**config.mk**
```make
export PLATFORM = sky130hd
export DESIGN_NAME = sobol_sequence_generator
export DESIGN_NICKNAME = d
export VERILOG_FILES = /design/src/rtl/core/sobol_pkg.sv /design/src/rtl/core/sobol_ram.sv /design/src/rtl/core/sobol_ctrl.sv /design/src/rtl/core/sobol_dp.sv /design/src/rtl/core/sobol_sequence_generator.sv
export SDC_FILE = /design/constraint.sdc
export NUM_CORES = 2
export LEC_CHECK = 0
export ABC_AREA = 1
export BUFFER_PORTS_ARGS = -buffer_cell sky130_fd_sc_hd__buf_2
export CAP_MARGIN = 20
export CORE_ASPECT_RATIO = 0.7
export CORE_MARGIN = 4
export CORE_UTILIZATION = 39
export CTS_CLUSTER_DIAMETER = 50
export DETAILED_ROUTE_END_ITERATION = 12
export SYNTH_ARGS = -nofsm -noshare
export SYNTH_HDL_FRONTEND = slang
export SYNTH_SLANG_ARGS = --single-unit
```
**constraint.sdc**
```tcl
create_clock -name clk -period 44.7 [get_ports clk]
set_clock_uncertainty 0.2 [all_clocks]
set_input_delay 6.705 -clock clk [delete_from_list [all_inputs] [get_ports clk]]
set_output_delay 6.705 -clock clk [all_outputs]
set_load 0.005 [all_outputs]
```
**src/rtl/core/sobol_pkg.sv**
```systemverilog
// Shared types, constants and helpers for the Sobol sequence generator.
package sobol_pkg;

    localparam int FRACTION_BITS_DEF = 32;
    localparam int MAX_DEGREE_DEF    = 10;
    localparam int TABLE_DEPTH       = 32;
    localparam int TABLE_AW          = $clog2(TABLE_DEPTH);
    localparam int INIT_FIELDS       = 10;
    localparam int INIT_W            = 55;
    localparam int DEGREE_W          = 4;
    localparam int POLY_W            = 9;
    localparam int LEN_W             = 33;
    localparam int INDEX_W           = 32;
    localparam int CFG_IDX_W         = 3;
    localparam int CFG_DATA_W        = 55;

    typedef enum logic [CFG_IDX_W-1:0] {
        REG_IDENTITY = 3'd0,
        REG_DEGREE   = 3'd1,
        REG_POLY     = 3'd2,
        REG_INIT     = 3'd3,
        REG_LENGTH   = 3'd4
    } cfg_reg_t;

    typedef struct packed {
        logic build_step;
        logic apply;
        logic load_out;
    } cmd_t;

    typedef struct packed {
        logic built;
        logic build_last;
        logic can_advance;
        logic out_free;
    } status_t;

    // Initial number m_i (width i) from the packed field at bit i(i-1)/2; i = sel + 1.
    function automatic logic [INIT_FIELDS-1:0] init_field(
        input logic [INIT_W-1:0]   nums,
        input logic [TABLE_AW-1:0] sel
    );
        logic [INIT_FIELDS-1:0] m;
        m = '0;
        for (int j = 1; j <= INIT_FIELDS; j++)
        begin
            if (sel == TABLE_AW'(j - 1))
            begin
                for (int b = 0; b < j; b++)
                begin
                    m[b] = nums[j * (j - 1) / 2 + b];
                end
            end
        end
        return m;
    endfunction

    // Direction entry number minus one: trailing ones of the index, capped at the top.
    function automatic logic [TABLE_AW-1:0] dir_addr(input logic [INDEX_W-1:0] idx);
        logic [TABLE_AW-1:0] a;
        a = TABLE_AW'(TABLE_DEPTH - 1);
        for (int b = TABLE_DEPTH - 2; b >= 0; b--)
        begin
            if (!idx[b])
            begin
                a = TABLE_AW'(b);
            end
        end
        return a;
    endfunction

endpackage

```
**src/rtl/core/sobol_ram.sv**
```systemverilog
// Generic single-write, single-read RAM with registered read data.
module sobol_ram #(
    parameter int WIDTH = 32,
    parameter int DEPTH = 32
) (
    input  logic                     clk,
    input  logic                     we,
    input  logic [$clog2(DEPTH)-1:0] waddr,
    input  logic [WIDTH-1:0]         wdata,
    input  logic [$clog2(DEPTH)-1:0] raddr,
    output logic [WIDTH-1:0]         rdata
);

    logic [WIDTH-1:0] mem [DEPTH];
    logic [WIDTH-1:0] rdata_reg;

    always_ff @(posedge clk)
    begin
        if (we)
        begin
            mem[waddr] <= wdata;
        end
        rdata_reg <= mem[raddr];
    end

    assign rdata = rdata_reg;

endmodule

```
**src/rtl/core/sobol_ctrl.sv**
```systemverilog
// Sequencing state machine for the Sobol sequence generator.
module sobol_ctrl
    import sobol_pkg::*;
(
    input  logic    clk,
    input  logic    rst_n,
    input  logic    s_tvalid,
    input  logic    restart,
    input  status_t status,
    output logic    s_tready,
    output cmd_t    cmd
);

    typedef enum logic [3:0] {
        ST_IDLE  = 4'b0001,
        ST_BUILD = 4'b0010,
        ST_APPLY = 4'b0100,
        ST_EMIT  = 4'b1000
    } state_t;

    state_t state_reg;
    state_t state_next;

    always_comb
    begin
        state_next     = state_reg;
        s_tready       = 1'b0;
        cmd.build_step = 1'b0;
        cmd.apply      = 1'b0;
        cmd.load_out   = 1'b0;
        case (state_reg)
            ST_IDLE:
            begin
                s_tready = 1'b1;
                if (s_tvalid)
                begin
                    if (restart || !status.built)
                    begin
                        state_next = ST_BUILD;
                    end
                    else if (status.can_advance)
                    begin
                        state_next = ST_APPLY;
                    end
                    else
                    begin
                        state_next = ST_EMIT;
                    end
                end
            end
            ST_BUILD:
            begin
                cmd.build_step = 1'b1;
                if (status.build_last)
                begin
                    state_next = ST_EMIT;
                end
            end
            ST_APPLY:
            begin
                cmd.apply  = 1'b1;
                state_next = ST_EMIT;
            end
            ST_EMIT:
            begin
                if (status.out_free)
                begin
                    cmd.load_out = 1'b1;
                    state_next   = ST_IDLE;
                end
            end
            default:
            begin
                state_next = ST_IDLE;
            end
        endcase
    end

    always_ff @(posedge clk or negedge rst_n)
    begin
        if (!rst_n)
        begin
            state_reg <= ST_IDLE;
        end
        else
        begin
            state_reg <= state_next;
        end
    end

endmodule

```
**src/rtl/core/sobol_dp.sv**
```systemverilog
// Datapath: configuration, direction table build, point update and output register.
module sobol_dp
    import sobol_pkg::*;
#(
    parameter int FRACTION_BITS = FRACTION_BITS_DEF,
    parameter int MAX_DEGREE    = MAX_DEGREE_DEF
) (
    input  logic                  clk,
    input  logic                  rst_n,
    input  logic                  cfg_we,
    input  logic [CFG_IDX_W-1:0]  cfg_index,
    input  logic [CFG_DATA_W-1:0] cfg_data,
    input  cmd_t                  cmd,
    output status_t               status,
    input  logic                  m_tready,
    output logic                  m_tvalid,
    output logic [INDEX_W-1:0]    point,
    output logic [INDEX_W-1:0]    index,
    output logic                  last
);

    logic                ident_reg;
    logic [DEGREE_W-1:0] degree_reg;
    logic [POLY_W-1:0]   poly_reg;
    logic [INIT_W-1:0]   init_reg;
    logic [LEN_W-1:0]    length_reg;

    logic [TABLE_AW-1:0]      cnt_reg;
    logic [FRACTION_BITS-1:0] win_reg [MAX_DEGREE];
    logic                     built_reg;
    logic [FRACTION_BITS-1:0] point_reg;
    logic [INDEX_W-1:0]       index_reg;

    logic                     out_valid_reg;
    logic [FRACTION_BITS-1:0] out_point_reg;
    logic [INDEX_W-1:0]       out_index_reg;
    logic                     out_last_reg;

    logic [DEGREE_W-1:0]      s_eff;
    logic [LEN_W-1:0]         len_eff;
    logic [LEN_W-1:0]         idx_plus;
    logic [INIT_FIELDS-1:0]   m_val;
    logic [31:0]              v32;
    logic [FRACTION_BITS-1:0] base;
    logic [FRACTION_BITS-1:0] entry;
    logic [FRACTION_BITS-1:0] rdata;

    // Clamped degree and length
    always_comb
    begin
        if (degree_reg == '0)
        begin
            s_eff = DEGREE_W'(1);
        end
        else if (degree_reg > DEGREE_W'(MAX_DEGREE))
        begin
            s_eff = DEGREE_W'(MAX_DEGREE);
        end
        else
        begin
            s_eff = degree_reg;
        end
        if (length_reg == '0)
        begin
            len_eff = LEN_W'(1);
        end
        else if (length_reg[LEN_W-1] && (length_reg[LEN_W-2:0] != '0))
        begin
            len_eff = {1'b1, {(LEN_W-1){1'b0}}};
        end
        else
        begin
            len_eff = length_reg;
        end
        idx_plus = {1'b0, index_reg} + LEN_W'(1);
    end

    // Direction entry cnt_reg + 1
    always_comb
    begin
        m_val = init_field(init_reg, cnt_reg);
        base  = '0;
        for (int t = 1; t <= MAX_DEGREE; t++)
        begin
            if (s_eff == DEGREE_W'(t))
            begin
                base = win_reg[t-1];
            end
        end
        if (ident_reg)
        begin
            v32   = 32'd1 << (TABLE_AW'(TABLE_DEPTH - 1) - cnt_reg);
            entry = v32[31 -: FRACTION_BITS];
        end
        else if ({1'b0, cnt_reg} < (TABLE_AW + 1)'(s_eff))
        begin
            v32   = {{(32 - INIT_FIELDS){1'b0}}, m_val} << (TABLE_AW'(TABLE_DEPTH - 1) - cnt_reg);
            entry = v32[31 -: FRACTION_BITS];
        end
        else
        begin
            v32   = '0;
            entry = base ^ (base >> s_eff);
            for (int k = 1; k < MAX_DEGREE; k++)
            begin
                for (int t = k + 1; t <= MAX_DEGREE; t++)
                begin
                    if ((s_eff == DEGREE_W'(t)) && poly_reg[t-1-k])
                    begin
                        entry = entry ^ win_reg[k-1];
                    end
                end
            end
        end
    end

    sobol_ram #(
        .WIDTH (FRACTION_BITS),
        .DEPTH (TABLE_DEPTH)
    ) u_table (
        .clk   (clk),
        .we    (cmd.build_step),
        .waddr (cnt_reg),
        .wdata (entry),
        .raddr (dir_addr(index_reg)),
        .rdata (rdata)
    );

    always_ff @(posedge clk or negedge rst_n)
    begin
        if (!rst_n)
        begin
            ident_reg     <= 1'b1;
            degree_reg    <= DEGREE_W'(1);
            poly_reg      <= '0;
            init_reg      <= INIT_W'(1);
            length_reg    <= LEN_W'(1024);
            cnt_reg       <= '0;
            built_reg     <= 1'b0;
            point_reg     <= '0;
            index_reg     <= '0;
            out_valid_reg <= 1'b0;
        end
        else
        begin
            if (cfg_we)
            begin
                case (cfg_index)
                    REG_IDENTITY: ident_reg  <= cfg_data[0];
                    REG_DEGREE:   degree_reg <= cfg_data[DEGREE_W-1:0];
                    REG_POLY:     poly_reg   <= cfg_data[POLY_W-1:0];
                    REG_INIT:     init_reg   <= cfg_data[INIT_W-1:0];
                    REG_LENGTH:   length_reg <= cfg_data[LEN_W-1:0];
                    default:      ;
                endcase
            end
            if (cmd.build_step)
            begin
                cnt_reg <= cnt_reg + TABLE_AW'(1);
                if (status.build_last)
                begin
                    built_reg <= 1'b1;
                    point_reg <= '0;
                    index_reg <= '0;
                end
            end
            if (cmd.apply)
            begin
                point_reg <= point_reg ^ rdata;
                index_reg <= idx_plus[INDEX_W-1:0];
            end
            if (cmd.load_out)
            begin
                out_valid_reg <= 1'b1;
            end
            else if (m_tready)
            begin
                out_valid_reg <= 1'b0;
            end
        end
    end

    always_ff @(posedge clk)
    begin
        if (cmd.build_step)
        begin
            win_reg[0] <= entry;
            for (int k = 1; k < MAX_DEGREE; k++)
            begin
                win_reg[k] <= win_reg[k-1];
            end
        end
        if (cmd.load_out)
        begin
            out_point_reg <= point_reg;
            out_index_reg <= index_reg;
            out_last_reg  <= (idx_plus >= len_eff);
        end
    end

    assign status.built       = built_reg;
    assign status.build_last  = (cnt_reg == TABLE_AW'(TABLE_DEPTH - 1));
    assign status.can_advance = (idx_plus < len_eff);
    assign status.out_free    = !out_valid_reg || m_tready;

    assign m_tvalid = out_valid_reg;
    assign point    = INDEX_W'(out_point_reg);
    assign index    = out_index_reg;
    assign last     = out_last_reg;

endmodule

```
**src/rtl/core/sobol_sequence_generator.sv**
```systemverilog
// Top level of the one-dimension Sobol sequence generator.
// A restart item (or the first item after reset) rebuilds the 32-entry direction
// table, one entry per cycle, and then loads point 0 into the output register. An
// advance item reads its direction entry from a memory with a registered read,
// then one XOR updates the point before the result is loaded. Past the end of the
// sequence the result is loaded with the point and index unchanged. The block takes
// no new item until its result is loaded. The next item is accepted while a result
// waits in the output register; a stalled output holds the block before it loads
// the next result.
// Configuration takes effect for the table at the next rebuild.
module sobol_sequence_generator
    import sobol_pkg::*;
#(
    parameter int FRACTION_BITS = FRACTION_BITS_DEF,
    parameter int MAX_DEGREE    = MAX_DEGREE_DEF
) (
    input  logic                  clk,
    input  logic                  rst_n,
    input  logic                  cfg_we,
    input  logic [CFG_IDX_W-1:0]  cfg_index,
    input  logic [CFG_DATA_W-1:0] cfg_data,
    input  logic                  s_axis_tvalid,
    output logic                  s_axis_tready,
    input  logic [7:0]            s_axis_tdata,   // [0] restart
    output logic                  m_axis_tvalid,
    input  logic                  m_axis_tready,
    output logic [63:0]           m_axis_tdata,   // [31:0] point, [63:32] index
    output logic                  m_axis_tlast
);

    cmd_t                cmd;
    status_t             status;
    logic [INDEX_W-1:0]  point;
    logic [INDEX_W-1:0]  index;

    sobol_ctrl u_ctrl (
        .clk      (clk),
        .rst_n    (rst_n),
        .s_tvalid (s_axis_tvalid),
        .restart  (s_axis_tdata[0]),
        .status   (status),
        .s_tready (s_axis_tready),
        .cmd      (cmd)
    );

    sobol_dp #(
        .FRACTION_BITS (FRACTION_BITS),
        .MAX_DEGREE    (MAX_DEGREE)
    ) u_dp (
        .clk       (clk),
        .rst_n     (rst_n),
        .cfg_we    (cfg_we),
        .cfg_index (cfg_index),
        .cfg_data  (cfg_data),
        .cmd       (cmd),
        .status    (status),
        .m_tready  (m_axis_tready),
        .m_tvalid  (m_axis_tvalid),
        .point     (point),
        .index     (index),
        .last      (m_axis_tlast)
    );

    assign m_axis_tdata = {index, point};

`ifndef SYNTH
    a_busy_after_accept: assert property (@(posedge clk) disable iff (!rst_n)
        (s_axis_tvalid && s_axis_tready) |=> !s_axis_tready)
        else $error("item accepted while previous one in progress");

    a_built_sticks: assert property (@(posedge clk) disable iff (!rst_n)
        status.built |=> status.built)
        else $error("table built flag dropped");

    a_load_when_free: assert property (@(posedge clk) disable iff (!rst_n)
        cmd.load_out |-> (!m_axis_tvalid || m_axis_tready))
        else $error("output register overwritten");

    a_no_overlap: assert property (@(posedge clk) disable iff (!rst_n)
        !(cmd.build_step && cmd.apply))
        else $error("build and apply at once");
`endif

endmodule

```
==> impl_summary.md <==
Run status
The flow ran to the end, and the final reports show no timing, DRC or antenna violations.

Finish
Compared with the post-synthesis result, the final layout area differs by 12.1%. The register with the most flip-flops in the layout has 1024 of them. The post-route cell area is 0.0852 mm^2. The net count of the finished layout is 7683. The fraction of layout cells with a size suffix above 1 is 0.0898. The filler cell count is 18100.

The number of standard cells in the layout, taps in and fillers out is 10300.

Logic synthesis
The register area share after synthesis is 0.624. The synthesized netlist net count is 7647. For this run, the number of Yosys warnings is 0. The number of instances in the synthesized netlist is 7532. After synthesis, the largest family of logic cells by area is simple AND/OR/NAND/NOR gates. The multiplexer fraction of the synthesized cell area is 0.00563. The post-synthesis share of cell area spent on xor and xnor gates is 0.0407. By area the synthesized netlist is led by edfxtp_1 (56%), nand2_1 (9.6%), nand3_1 (7.9%). The area share of the largest cell type after synthesis is 0.557. The prevailing post-synth register cell is edfxtp_1. In this run, synthesis produced a sequential element count of 1618. A synthesized cell averages 10.1 um^2. In the synthesized netlist the async set-or-reset flop fraction comes to 0.109. Of the total synthesized cell area, the portion taken by full adders, half adders and majority gates is 0.00724. In this run the cell area of the synthesized design comes to 0.0760 mm^2. After synthesis, the netlist uses 57 different library cells.

The biggest area contributor in the post-synthesis netlist is edfxtp_1. Counting flops with a built-in enable in the synthesized netlist gives 1409. The area fraction in compound gates after synthesis is 0.0441. Of the total synthesized cell area, the portion taken by AND, OR, NAND and NOR gates is 0.216.

Placed design
The port buffer count is 130. Detailed placement finished with a half-perimeter wire length of 135000 um. The final weighted congestion of routability-driven global placement is 0.927. The instance count after placement with tap cells included is 9996. In this run the cell area measured after placement is 0.0798 mm^2.

Floorplanning
The core region is 0.194 mm^2. The starting utilization of the core area is 0.393. The row count is 135.

The number of top-level pins is 138. The die footprint is 0.202 mm^2. The width of the die is 536 um.

The die height is 377 um.

Critical path
The class of the most critical setup path is reg2out. The startpoint class of the critical path is a flip-flop. The startpoint of the worst register-to-register path is u_dp.degree_reg[3]. The worst endpoint data arrival time is 2060 ps. The worst endpoint required time is 37790 ps.

The endpoint type of the worst setup path is an output pin. The logic depth of the worst register-to-register path is 23. The terminus of the critical flop-to-flop path is u_dp.u_table.mem[23][9]. In this run the register-to-register setup slack is 37600 ps. The critical-path maximum fanout is 3.

STA
For the pin with the worst max-slew slack, the measured transition is 1140 ps. Setup violations remaining at the end of the flow were counted as 0. The final hold violation count was 0. Adding up every negative setup slack in the final design gives 0 ps. Headroom to the max-slew limit came out at 0.241. Static timing analysis puts the maximum clock frequency at 112 MHz. The shortest clock period the worst path allows after layout is 8960 ps. The max-slew violation count came to 0.

In the finished design, the share of the clock period the worst path needs comes to 0.200. Hold timing on the final database bottoms out at a slack of 246 ps. Setup repair after global routing left no endpoint under its margin.

Hold path
For hold timing, the worst endpoint is u_dp.win_reg[9][30]. The startpoint of the tightest hold check path is u_dp.win_reg[8][30]. Counting instances, the worst hold path has a depth of 0. In this run the worst hold path is classified as reg2reg.

Power and ir drop
VDD sags by at most 0.0000484 V. The total power density per cell area is 52.9 mW/mm^2. For this design the static power due to leakage is 33.7 nW.

Clock tree
Clock-pin slew was measured on the worst setup and hold paths at 60 ps. Counting along the longest clock path gives a buffer depth of 3. The count of H-tree levels built during CTS is 4. Buffers inserted during clock tree synthesis total 167. The count of instances resized after the clock tree is built is 0. The number of sinks handled by clock tree synthesis is 1618.

The clock tree from TritonCTS is yes. For this design, the CTS-stage hold fixing added 0 buffers. At the later pin of the worst-skew pair, clock insertion delay measures 800 ps. The number of setup buffers added after CTS is 0.

The tree is rooted in a clkbuf_16.

Global route
In the global route stage, overall resource usage came out at 0.229. The largest net degree at the start of global routing is 179. The via count of the first global-routing pass is 51400. The number of antenna violations at the first check in global routing is 9. The final global-route overflow total is 0. The first-pass GRT wire length is 345000 um.

Detailed routing
For this run, design rule violations remaining after detail routing come to 0. The count of nets left with antenna violations once routing finished came out at 0. After detailed routing, the average wire length per cell comes to 23.1 um.

The DRC marker count from the first detailed-route iteration is 7726. The count of vias placed by the detailed router is 55900. After detailed routing, the total wire length is 238000 um.

The post-detailed-route via-to-cell ratio is 5.42. The number of detailed-routing iterations run before antenna repair is 5.

Run
The tool flagged a number of max-cap violations equal to 0.
worst max path at each step:
stage,start,to,slack [ps]
global route,u_ctrl.state_reg[0],s_axis_tready,35620
CTS,u_ctrl.state_reg[0],s_axis_tready,35680
global placement,cfg_we,u_dp.init_reg[33],35820
detailed placement,cfg_we,u_dp.init_reg[51],35790
finish,u_ctrl.state_reg[0],s_axis_tready,35740
floorplan,u_ctrl.state_reg[2],u_dp.u_table.mem[11][0],15390
logic make-up after synthesis:
family | count (synthesis)
and+or+nand+nor | 3686
DFF | 1618
buffers and inverters | 1231
AOI/OAI and AO/OA | 560
xor gates and xnor gates | 353
adders and majority gates | 44
muxes | 40
cell usage in the layout, fill, tap and decap left out, drive strengths merged, types with 11 or more instances in the layout:
cell	n
clkbuf	232
dfrtp	172
a22oi	16
o21ai	305
nand3b	169
nand2	1944
nor3	38
buf	268
dfxtp	32
mux2	22
or2	59
a21oi	84
o2111ai	16
a32o	35
o211ai	20
xnor2	108
mux2i	18
clkinv	61
nor2	206
ha	44
o22ai	24
nand3	1203
xor2	245
nor4	15
edfxtp	1409
o31ai	12
inv	834
nand4	50
o221ai	11
cell usage after synthesis (45+ instances only):
library cell and number:
nand4_1 50, edfxtp_1 1409, nand3b_1 169, buf_1 53
xor2_1 245, buf_2 75, inv_1 806, nand2_1 1936
dfrtp_1 172, nor2_1 194, clkbuf_1 269, xnor2_1 108
o21ai_0 267, nand3_1 1200, or2_2 45, a21oi_1 83
through the flow:
| step | worst slack (ps) | total power [mW] | util |
|---|---|---|---|
| after CTS | 35680 | 4.50 | 0.439 |
| after global placement | 35820 | 3.12 | 0.412 |
| final | 35740 | 4.51 | 0.440 |
| after global routing | 35620 | 4.69 | 0.440 |
| after detailed placement | 35790 | 3.14 | 0.412 |
| after floorplan | 15390 | 2.74 | - |
where the power goes:
| group | leakage, nW | internal, mW | switching (mW) |
|---|---|---|---|
| clock | 2.58 | 0.761 | 0.605 |
| combinational | 15.6 | 0.299 | 0.809 |
| sequential | 15.5 | 1.96 | 0.0808 |
critical path, stage by stage, from the launching register on:
cell	delay [ps]
dfstp_2	550
inv_1	40
nor3_1	460
buf_2	210
routing by layer:
| layer | global-route usage | share of wire |
|---|---|---|
| met1 | 0.350 | 0.45 |
| met2 | 0.332 | 0.42 |
| met3 | 0.0464 | 0.11 |
| met4 | 0.0554 | 0.021 |
| met5 | 0 | 0.000055 |
layout make-up:
type                       instances  area (um^2)  share of cell area
timing repair buffer             269         1840              0.0216
tap                             2603         3260              0.0382
inverter                         829         3120              0.0367
clock buffer                     231         4560              0.0535
sequential                      1618        47400               0.556
clock inverter                    79          746             0.00875
antenna                            3         7.51           0.0000881
multi-input combinational       4683        24300               0.285
Power figures use the tool's default switching activity.
